<file path="config.mk">
export PLATFORM = sky130hd
export DESIGN_NAME = archive_block_header_walker
export DESIGN_NICKNAME = d
export VERILOG_FILES = /design/src/hw/rtl/abhw_pkg.sv /design/src/hw/rtl/archive_block_header_walker.sv /design/src/hw/rtl/abhw_out_queue.sv
export SDC_FILE = /design/constraint.sdc
export NUM_CORES = 2
export LEC_CHECK = 0
export BUFFER_PORTS_ARGS = -buffer_cell sky130_fd_sc_hd__buf_2
export CAP_MARGIN = 30
export CORE_MARGIN = 10
export CORE_UTILIZATION = 46
export CTS_CLUSTER_SIZE = 25
export DETAILED_ROUTE_END_ITERATION = 10
export SYNTH_ARGS = -nofsm -noshare
export SYNTH_HDL_FRONTEND = slang
export SYNTH_SLANG_ARGS = --single-unit
</file>
<file path="constraint.sdc">
create_clock -name clk -period 8.15 [get_ports clk]
set_input_delay 1.2225 -clock clk [delete_from_list [all_inputs] [get_ports clk]]
set_output_delay 1.2225 -clock clk [all_outputs]
set_load 0.005 [all_outputs]
</file>
<file path="src/hw/rtl/abhw_pkg.sv">
`default_nettype none
package abhw_pkg;
  localparam int PosBits = 40;

  typedef enum logic [5:0] {
    PH_ARCH    = 6'b000001,
    PH_PREFIX  = 6'b000010,
    PH_NAME    = 6'b000100,
    PH_TAIL    = 6'b001000,
    PH_PAYLOAD = 6'b010000,
    PH_ERROR   = 6'b100000
  } phase_t;

  localparam logic [3:0] ERR_OK = 4'd0;
  localparam logic [3:0] ERR_ARCH = 4'd1;
  localparam logic [3:0] ERR_VOLUME = 4'd2;
  localparam logic [3:0] ERR_BLOCK = 4'd3;
  localparam logic [3:0] ERR_HEADER = 4'd4;
  localparam logic [3:0] ERR_NAME = 4'd5;
  localparam logic [3:0] ERR_SIZES = 4'd6;
  localparam logic [3:0] ERR_TRUNC = 4'd7;
  localparam logic [3:0] ERR_COUNT = 4'd8;
  localparam logic [3:0] ERR_CRC = 4'd9;
  localparam logic [3:0] ERR_EMPTY = 4'd10;

  localparam logic [31:0] CrcPoly = 32'hedb88320;
  localparam logic [19:0] MemberLimitReset = 20'd200000;
  localparam logic [31:0] CrcLimitReset = 32'h0010_0000;

  localparam logic [0:0] REG_MEMBER_LIMIT = 1'b0;
  localparam logic [0:0] REG_CRC_LIMIT = 1'b1;

  // record layout, tdata packed from bit 0 up
  localparam int RecBits = 1 + PosBits + 32 + 8 + 32 * 4 + 4 + 20 + 2 + 16;
  localparam int RecBytes = (RecBits + 7) / 8;

  typedef struct packed {
    logic [15:0]        disk_number;
    logic [1:0]         volume_kind;
    logic [19:0]        member_count;
    logic [3:0]         error_code;
    logic [31:0]        packed_crc;
    logic [31:0]        dos_stamp;
    logic [31:0]        attributes;
    logic [31:0]        unpacked_size;
    logic [7:0]         member_flags;
    logic [31:0]        data_size;
    logic [PosBits-1:0] position;
    logic               record_kind;
  } rec_t;

  function automatic logic [31:0] crc_byte(input logic [31:0] c, input logic [7:0] b);
    logic [31:0] r;
    r = c ^ {24'd0, b};
    for (int k = 0; k < 8; k++) r = (r >> 1) ^ (r[0] ? CrcPoly : 32'd0);
    return r;
  endfunction

  function automatic logic [1:0] vol_kind(input logic [31:0] v);
    logic [1:0] k;
    k = 2'd0;
    if (v == 32'd2) k = 2'd1;
    if (v == 32'd4) k = 2'd2;
    if (v == 32'd8) k = 2'd3;
    return k;
  endfunction

  function automatic logic flags_ok(input logic [31:0] f);
    logic [31:0] m;
    logic [31:0] s;
    m = f & 32'h30;
    s = f & 32'h0b;
    return ((f & ~32'h3b) == 32'd0) && (m == 32'h10 || m == 32'h20)
      && (s == 32'h01 || s == 32'h02 || s == 32'h08);
  endfunction
endpackage
`default_nettype wire

</file>
<file path="src/hw/rtl/archive_block_header_walker.sv">
`default_nettype none
// Archive block header walker. One file byte enters per transaction on
// s_axis (tdata = data_byte, tlast = last of file) and the block takes a new
// byte every clock cycle while its four-entry result queue holds at most two
// records; each byte is judged by one registered step (counters, compares,
// one byte of CRC-32), and its records are offered on m_axis from the registered
// result queue, in order. A member record leaves on m_axis after the last header
// word of each accepted member, and a verdict after every last byte; tuser is
// record_kind (1 = verdict). After the verdict the walk restarts for the next
// file; the two limit registers are kept. Registers are written on the cfg
// channel: index 0 member_limit, index 1 crc_size_limit.
module archive_block_header_walker (
  input  wire logic        clk,
  input  wire logic        rst,
  input  wire logic        s_axis_tvalid,
  output logic             s_axis_tready,
  input  wire logic [7:0]  s_axis_tdata,   // data_byte
  input  wire logic        s_axis_tlast,   // last
  output logic             m_axis_tvalid,
  input  wire logic        m_axis_tready,
  // position, data_size, member_flags, unpacked_size, attributes, dos_stamp,
  // packed_crc, error_code, member_count, volume_kind, disk_number
  output logic [8*((abhw_pkg::RecBits-1+7)/8)-1:0] m_axis_tdata,
  output logic             m_axis_tuser,   // record_kind
  input  wire logic        cfg_valid,
  output logic             cfg_ready,
  input  wire logic [0:0]  cfg_index,
  input  wire logic [31:0] cfg_data
);
  localparam int DataBits = abhw_pkg::RecBits - 1;
  localparam int DataPad = 8 * ((DataBits + 7) / 8);

  logic [19:0] member_limit;
  logic [31:0] crc_size_limit;
  logic in_fire;
  logic room;
  abhw_pkg::rec_t head;

  // walk state
  abhw_pkg::phase_t phase;
  logic [4:0]  sect;
  logic [abhw_pkg::PosBits-1:0] byte_pos;
  logic [abhw_pkg::PosBits-1:0] block_start;
  logic [31:0] hw [10];
  logic [7:0]  name_left;
  logic [31:0] pay_left;
  logic [19:0] members;
  logic [31:0] crc;
  logic [1:0]  crc_status;
  logic [3:0]  first_err;
  logic [31:0] crc_exp;

  logic push_a, push_b;
  abhw_pkg::rec_t rec_a, rec_b;

  assign cfg_ready = 1'b1;
  assign in_fire = s_axis_tvalid && s_axis_tready;
  assign s_axis_tready = room;
  assign m_axis_tuser = head.record_kind;
  assign m_axis_tdata = DataPad'(head[abhw_pkg::RecBits-1:1]);

  always_ff @(posedge clk) begin
    if (rst) begin
      member_limit <= abhw_pkg::MemberLimitReset;
      crc_size_limit <= abhw_pkg::CrcLimitReset;
    end else if (cfg_valid) begin
      unique case (cfg_index)
        abhw_pkg::REG_MEMBER_LIMIT: member_limit <= cfg_data[19:0];
        abhw_pkg::REG_CRC_LIMIT:    crc_size_limit <= cfg_data;
        default: ;
      endcase
    end
  end

  // next-state values
  abhw_pkg::phase_t phase_next;
  logic [4:0]  sect_next;
  logic [31:0] hw_next [10];
  logic [7:0]  name_next;
  logic [31:0] pay_next;
  logic [19:0] members_next;
  logic [31:0] crc_next;
  logic [1:0]  cst_next;
  logic [3:0]  err_next;
  logic [31:0] exp_next;
  logic [abhw_pkg::PosBits-1:0] bstart_next;
  logic [abhw_pkg::PosBits-1:0] pos_inc;
  logic [7:0]  b;
  logic [31:0] fl, dsz;
  logic        split;
  logic [3:0]  verr;

  always_comb begin
    b = s_axis_tdata;
    pos_inc = byte_pos + 1'b1;
    phase_next = phase;
    sect_next = sect;
    for (int w = 0; w < 10; w++) hw_next[w] = hw[w];
    name_next = name_left;
    pay_next = pay_left;
    members_next = members;
    crc_next = crc;
    cst_next = crc_status;
    err_next = first_err;
    exp_next = crc_exp;
    bstart_next = block_start;
    push_a = 1'b0;
    fl = '0;
    dsz = '0;
    split = 1'b0;
    unique case (phase)
      abhw_pkg::PH_ARCH: begin
        if (sect < 5'd8) begin
          logic [7:0] lead;
          lead = 8'h00;
          unique case (sect[2:0])
            3'd0: lead = 8'h41;
            3'd1: lead = 8'h52;
            3'd2: lead = 8'h43;
            3'd3: lead = 8'h56;
            3'd4: lead = 8'h00;
            3'd5: lead = 8'h02;
            3'd6: lead = 8'h0e;
            default: lead = 8'h00;
          endcase
          if (b != lead) begin
            if (err_next == abhw_pkg::ERR_OK) err_next = abhw_pkg::ERR_ARCH;
            phase_next = abhw_pkg::PH_ERROR;
          end
        end else if (sect < 5'd12) begin
          hw_next[0][sect[1:0]*8 +: 8] = b;
          if (sect == 5'd11 && hw_next[0] != 32'd1
              && abhw_pkg::vol_kind(hw_next[0]) == 2'd0) begin
            if (err_next == abhw_pkg::ERR_OK) err_next = abhw_pkg::ERR_VOLUME;
            phase_next = abhw_pkg::PH_ERROR;
          end
        end else begin
          hw_next[1][sect[1:0]*8 +: 8] = b;
        end
        if (phase_next == abhw_pkg::PH_ARCH) begin
          if (sect >= 5'd13) begin
            phase_next = abhw_pkg::PH_PREFIX;
            sect_next = '0;
          end else sect_next = sect + 5'd1;
        end
      end
      abhw_pkg::PH_PREFIX: begin
        if (sect == 5'd0 && members >= member_limit) begin
          if (err_next == abhw_pkg::ERR_OK) err_next = abhw_pkg::ERR_COUNT;
          phase_next = abhw_pkg::PH_ERROR;
        end else begin
          if (sect == 5'd0) bstart_next = byte_pos;
          if (sect < 5'd6) begin
            logic [7:0] lead;
            lead = 8'h00;
            unique case (sect[2:0])
              3'd0: lead = 8'h42;
              3'd1: lead = 8'h4c;
              3'd2: lead = 8'h43;
              3'd3: lead = 8'h4b;
              3'd4: lead = 8'h00;
              3'd5: lead = 8'h02;
              default: lead = 8'h00;
            endcase
            if (b != lead) begin
              if (err_next == abhw_pkg::ERR_OK) err_next = abhw_pkg::ERR_BLOCK;
              phase_next = abhw_pkg::PH_ERROR;
            end
          end else if (sect < 5'd8) begin
            hw_next[2][(sect[1:0]-2'd2)*8 +: 8] = b;
          end else if (sect < 5'd12) begin
            hw_next[3][sect[1:0]*8 +: 8] = b;
            if (sect == 5'd11 && !abhw_pkg::flags_ok(hw_next[3])) begin
              if (err_next == abhw_pkg::ERR_OK) err_next = abhw_pkg::ERR_HEADER;
              phase_next = abhw_pkg::PH_ERROR;
            end
          end else if (sect < 5'd16) begin
            hw_next[4][sect[1:0]*8 +: 8] = b;
          end else begin
            if (b == 8'd0 || hw[2][15:0] != 16'd45 + {8'd0, b}) begin
              if (err_next == abhw_pkg::ERR_OK) err_next = abhw_pkg::ERR_HEADER;
              phase_next = abhw_pkg::PH_ERROR;
            end else begin
              name_next = b;
              phase_next = abhw_pkg::PH_NAME;
              sect_next = '0;
            end
          end
          if (phase_next == abhw_pkg::PH_PREFIX && sect < 5'd16) sect_next = sect + 5'd1;
        end
      end
      abhw_pkg::PH_NAME: begin
        if (b < 8'h20 || b > 8'h7e) begin
          if (err_next == abhw_pkg::ERR_OK) err_next = abhw_pkg::ERR_NAME;
          phase_next = abhw_pkg::PH_ERROR;
        end else begin
          if (name_left != 8'd0) name_next = name_left - 8'd1;
          if (name_next == 8'd0) begin
            phase_next = abhw_pkg::PH_TAIL;
            sect_next = '0;
          end
        end
      end
      abhw_pkg::PH_TAIL: begin
        if (sect < 5'd16) begin
          unique case (sect[3:2])
            2'd0: hw_next[5][sect[1:0]*8 +: 8] = b;
            2'd1: hw_next[6][sect[1:0]*8 +: 8] = b;
            2'd2: hw_next[7][sect[1:0]*8 +: 8] = b;
            default: hw_next[8][sect[1:0]*8 +: 8] = b;
          endcase
        end else if (sect >= 5'd24) begin
          hw_next[9][sect[1:0]*8 +: 8] = b;
        end
        if (sect < 5'd27) sect_next = sect + 5'd1;
        else begin
          fl = hw[3];
          dsz = hw[4];
          split = (fl & 32'h0a) != 32'd0;
          if ((!split && hw_next[6] != dsz)
              || (fl[4] && !split && hw_next[5] != dsz)) begin
            if (err_next == abhw_pkg::ERR_OK) err_next = abhw_pkg::ERR_SIZES;
            phase_next = abhw_pkg::PH_ERROR;
          end else begin
            members_next = members + 20'd1;
            push_a = 1'b1;
            if (crc_status == 2'd0 && !split && dsz != 32'd0 && dsz <= crc_size_limit) begin
              cst_next = 2'd1;
              crc_next = 32'hffff_ffff;
              exp_next = hw_next[9];
            end
            pay_next = dsz;
            sect_next = '0;
            phase_next = (dsz != 32'd0) ? abhw_pkg::PH_PAYLOAD : abhw_pkg::PH_PREFIX;
          end
        end
      end
      abhw_pkg::PH_PAYLOAD: begin
        if (crc_status == 2'd1) crc_next = abhw_pkg::crc_byte(crc, b);
        if (pay_left != 32'd0) pay_next = pay_left - 32'd1;
        if (pay_next == 32'd0) begin
          if (crc_status == 2'd1) begin
            if (crc_next != crc_exp) begin
              if (err_next == abhw_pkg::ERR_OK) err_next = abhw_pkg::ERR_CRC;
              phase_next = abhw_pkg::PH_ERROR;
            end else cst_next = 2'd2;
          end
          if (phase_next == abhw_pkg::PH_PAYLOAD) begin
            phase_next = abhw_pkg::PH_PREFIX;
            sect_next = '0;
          end
        end
      end
      default: ;
    endcase

    verr = err_next;
    if (verr == abhw_pkg::ERR_OK) begin
      if (!(phase_next == abhw_pkg::PH_PREFIX && sect_next == 5'd0)) verr = abhw_pkg::ERR_TRUNC;
      else if (members_next == 20'd0) verr = abhw_pkg::ERR_EMPTY;
    end
    push_b = s_axis_tlast;

    rec_a = '0;
    rec_a.record_kind = 1'b0;
    rec_a.position = block_start;
    rec_a.data_size = dsz;
    rec_a.member_flags = fl[7:0];
    rec_a.unpacked_size = hw_next[5];
    rec_a.attributes = hw_next[7];
    rec_a.dos_stamp = hw_next[8];
    rec_a.packed_crc = hw_next[9];
    rec_a.error_code = abhw_pkg::ERR_OK;
    rec_a.member_count = members_next;
    rec_a.volume_kind = abhw_pkg::vol_kind(hw_next[0]);
    rec_a.disk_number = hw_next[1][15:0];

    rec_b = '0;
    rec_b.record_kind = 1'b1;
    rec_b.position = pos_inc;
    rec_b.error_code = verr;
    rec_b.member_count = members_next;
    rec_b.volume_kind = abhw_pkg::vol_kind(hw_next[0]);
    rec_b.disk_number = hw_next[1][15:0];
  end

  always_ff @(posedge clk) begin
    if (rst || (in_fire && s_axis_tlast)) begin
      phase <= abhw_pkg::PH_ARCH;
      sect <= '0;
      byte_pos <= '0;
      for (int w = 0; w < 10; w++) hw[w] <= '0;
      name_left <= '0;
      pay_left <= '0;
      members <= '0;
      crc <= 32'hffff_ffff;
      crc_status <= '0;
      first_err <= '0;
      block_start <= '0;
      crc_exp <= '0;
    end else if (in_fire) begin
      phase <= phase_next;
      sect <= sect_next;
      byte_pos <= pos_inc;
      for (int w = 0; w < 10; w++) hw[w] <= hw_next[w];
      name_left <= name_next;
      pay_left <= pay_next;
      members <= members_next;
      crc <= crc_next;
      crc_status <= cst_next;
      first_err <= err_next;
      block_start <= bstart_next;
      crc_exp <= exp_next;
    end
  end

  abhw_out_queue u_queue (
    .clk    (clk),
    .rst    (rst),
    .push_a (in_fire && push_a),
    .rec_a  (rec_a),
    .push_b (in_fire && push_b),
    .rec_b  (rec_b),
    .room   (room),
    .tvalid (m_axis_tvalid),
    .tready (m_axis_tready),
    .head   (head)
  );
endmodule
`default_nettype wire

</file>
<file path="src/hw/rtl/abhw_out_queue.sv">
`default_nettype none
// four-entry result queue: takes a member record plus verdict of one byte
module abhw_out_queue (
  input  wire logic            clk,
  input  wire logic            rst,
  input  wire logic            push_a,
  input  wire abhw_pkg::rec_t  rec_a,
  input  wire logic            push_b,
  input  wire abhw_pkg::rec_t  rec_b,
  output logic                 room,
  output logic                 tvalid,
  input  wire logic            tready,
  output abhw_pkg::rec_t       head
);
  abhw_pkg::rec_t slot [4];
  logic [1:0] rd_ptr;
  logic [1:0] wr_ptr;
  logic [2:0] fill;
  logic pop;
  logic [1:0] n_push;

  assign pop = tvalid && tready;
  assign tvalid = fill != 3'd0;
  assign head = slot[rd_ptr];
  assign n_push = {1'b0, push_a} + {1'b0, push_b};
  // accept only with room for two more after the current fill
  assign room = fill <= 3'd2;

  always_ff @(posedge clk) begin
    if (push_a) slot[wr_ptr] <= rec_a;
    if (push_b) slot[push_a ? wr_ptr + 2'd1 : wr_ptr] <= rec_b;
    if (rst) begin
      rd_ptr <= '0;
      wr_ptr <= '0;
      fill <= '0;
    end else begin
      wr_ptr <= wr_ptr + n_push;
      if (pop) rd_ptr <= rd_ptr + 2'd1;
      fill <= fill + {1'b0, n_push} - {2'd0, pop};
    end
  end
endmodule
`default_nettype wire

</file>
==> flow_metrics.py <==
metrics = {
    "sta": {
        "final.hold.worst_slack_ps": 442,
        "finalSetupViolCount": 0,
        "timing.slew.headroom_pct": 19.9,
        "fin_setup_tns_ps": 0,
        "tightest_slew_ps": 1200,
        "timing.final.crit_share_pct": 85.7,
        "fmaxAchievable_ghz": 0.143,
        "hold_viol_final": 0,
        "drv_slew": 0,
        "grt_setup_unrepaired": "no",
        "worst_slack_ps": 1160,
        "fin_crit_ps": 6990,
        "finClkSkew_ps": 55.9,
    },
    "setup_path": {
        "path_class": "flip-flop to flip-flop",
        "r2r_setup_slack_ps": 1160,
        "timing.rr.start": "sect[1]",
        "crit_chain": "inv_1, ha_1, buf_4, nor2b_1, nand3_1, o211ai_1, o211ai_1, nor4_1, a31oi_2, buf_4, nor4b_1, mux2i_1, nand4_1, nor4_2, or3b_1, a21oi_1",
        "cp-end-kind": "flip-flop",
        "worstPathMaxFanout": 19,
        "worstPathArrival_ps": 7660,
        "required_ps": 8820,
        "crit_buf_inv": 3,
        "slowest_delay_ps": 800,
        "cp_top_family": "simple AND/OR/NAND/NOR gates",
        "reg2regPathDepth": 16,
        "critPathSlowestCell": "nor4b_1",
        "worst_r2r_endpoint": "u_queue.slot[3][212]",
        "startpoint_type": "flip-flop",
    },
    "detailed_routing": {
        "dr.pass1.iters": 6,
        "wl_per_cell_um": 25.4,
        "num_vias": 61667,
        "drc": 0,
        "drtAntennaViolNets": 0,
        "vias_per_cell": 6.12,
        "wirelength_um": 256000,
        "drt_iter0_markers": 6691,
    },
    "global_routing": {
        "grt_max_degree": 155,
        "track_usage_pct": 27.4,
        "grt_antenna_before_repair": 5,
        "grt_pass1_wl_um": 383000,
        "grt_pass1_vias": 58644,
        "grt_overflow_total": 0,
    },
    "clock_network": {
        "cts_tree": "yes",
        "clk_latency_ps": 850,
        "clk_pin_slew_ps": 60,
        "numCtsBuffers": 173,
        "cts_buffer_depth": 3,
        "htreeDepth": 4,
        "cts_setup_buffers": 0,
        "hold_buffers": 0,
        "cts.sinks": 1574,
        "cts-root-buf": "clkbuf_16",
        "post_cts_resized": 0,
    },
    "floorplanning": {
        "chipHeight_um": 425,
        "coreArea_sq_mm": 0.163,
        "rows": 148,
        "start_util_pct": 46.3,
        "dieArea_sq_mm": 0.180,
        "dieWidth_um": 425,
        "io_pins": 307,
    },
    "synthesis": {
        "postSynthCellCount": 7759,
        "yosys_warnings": 0,
        "yosysUniqueCellTypes": 97,
        "async_flop_share_pct": 0,
        "ys_seq_area_share_pct": 50.0,
        "ys_ff_latch": 1574,
        "synthFlopType": "dfxtp_1",
        "avgSynthCellArea_sq_um": 9.71,
        "syn-cell-area_sq_mm": 0.0753,
        "synth_edf_count": 616,
    },
    "min_path": {
        "hold_depth": 2,
        "min_path_type": "flip-flop to flip-flop",
        "hp-start": "u_queue.slot[2][0]",
        "whs_endpoint": "u_queue.slot[2][0]",
    },
    "power": {
        "p_leak_uw": 0.0285,
        "p_per_area_mw_per_mm2": 230,
        "ir_drop_v": 0.000230,
        "power_uw": 19500,
    },
    "placement": {
        "hpwl_um": 168000,
        "place_ws_ps": 1220,
        "port_buffers": 299,
        "dpl_cell_area_sq_mm": 0.0790,
        "place.gp.congestion": 0.962,
    },
    "finish": {
        "nFillCells": 14561,
        "multiInputGateArea_sq_mm": 0.0348,
        "design_area_sq_mm": 0.0849,
        "seq_area_sq_mm": 0.0377,
        "syn_to_final_growth_pct": 12.7,
        "drive_gt1_share_pct": 14.0,
        "nNetsFinal": 7876,
    },
    "flow_run": {
        "cap_violations": 0,
    },
    "run_status": {
        "status": "complete, no violations",
    },
}
==> final cells by class <==
cell class / instances / share of cell area [%]
well taps: 2175 / 3.21
clock inverters: 63 / 1.01
multi-input cells: 5381 / 41.0
repair buffers: 498 / 3.91
inverters: 122 / 0.554
clock buffers: 259 / 5.91
flip-flops and latches: 1574 / 44.4
diodes: 2 / 0.00590
==> worst reg2reg max path, cell delays in order (launching register included) <==
cell,delay (ps)
dfxtp_1,660
inv_1,290
ha_1,550
buf_4,390
nor2b_1,210
nand3_1,610
o211ai_1,430
o211ai_1,150
nor4_1,490
a31oi_2,320
buf_4,300
nor4b_1,800
mux2i_1,360
nand4_1,170
nor4_2,430
or3b_1,490
a21oi_1,190
==> cell families after synthesis <==
group | synth area share [%]
buf+inv | 4.25
xor+xnor | 3.27
fa+ha+maj | 1.32
mux | 8.61
simple gates | 16.8
flops | 50.0
other cells | 0.00997
compound gates | 15.7
==> synthesized netlist by cell type, drive strengths merged (133+ instances only) <==
library cell | number | area (sq um)
mux4 | 251 | 5650
edfxtp | 616 | 18500
buf | 183 | 850
a211oi | 530 | 3980
nor2 | 1253 | 4700
nand2 | 700 | 2630
xnor2 | 133 | 1300
nand3 | 434 | 2180
o21ai | 372 | 1860
dfxtp | 958 | 19200
a21oi | 598 | 2990
clkbuf | 504 | 1890
==> where the power goes <==
group / internal [uW] / leakage [uW] / switching, uW
registers: 8500 / 0.0137 / 238
logic: 998 / 0.0120 / 1760
clock network: 4620 / 0.00283 / 3430
==> per-stage QoR <==
step / util, % / cells
6_report: 52.1 / 10074
5_1_grt: 52.1 / 10072
4_1_cts: 52.1 / 10071
3_5_place_dp: 48.5 / 9749
3_3_place_gp: 48.5 / 9739
2_1_floorplan: - / 7764
==> layer usage <==
layer | part of all wire [%] | global-route usage, % | vias to the layer above | wire [um]
met4 | 5.2 | 12.9 | 2 | 13400
li1 | - | - | 28215 | -
met1 | 41 | 36.1 | 30238 | 104000
met2 | 47 | 43.9 | 2661 | 119000
met5 | 0.0043 | 0 | - | 11
met3 | 7.5 | 4.51 | 551 | 19200
==> flip-flops by register name (all words and copies together), names as in the netlist, 3 cells and up, named ones only <==
register        cells
crc_exp            32
hw                288
crc                32
u_queue.fill        3
crc_size_limit     32
phase               6
sect                5
pay_left           32
name_left           8
member_limit       20
u_queue.slot     1004
members            20
first_err           4
byte_pos           40
block_start        40
==> placed cells by master (no fill, tap or decap), types with 35 or more instances in the layout <==
master     instances
a21oi_1          595
xor2_1            59
edfxtp_1         616
a211oi_1         530
nor4_1            49
xnor2_1          123
nand2_1          692
a22oi_1           87
nand3_1          432
mux4_2           251
buf_4            166
nand2b_1          48
dfxtp_1          955
clkbuf_16        177
and3_1            35
nand4_1           42
nor2_1          1247
o21ai_0          370
clkbuf_1          54
buf_2            303
inv_1            113
ha_1              78
mux2i_1           81
nor3_1            92
==> worst max-delay path by stage <==
stage               depth (start not counted)                   end       startpoint  slack [ps]
detailed placement                         15  u_queue.slot[2][212]  s_axis_tdata[2]        1220
global route                               16  u_queue.slot[2][212]          sect[1]         800
finish                                     16  u_queue.slot[3][212]          sect[1]        1160
global placement                           15  u_queue.slot[2][212]          sect[1]        1080
floorplan                                   8               sect[0]    s_axis_tvalid         480
CTS                                        16  u_queue.slot[2][212]          sect[1]        1240
Power figures use the tool's default switching activity.
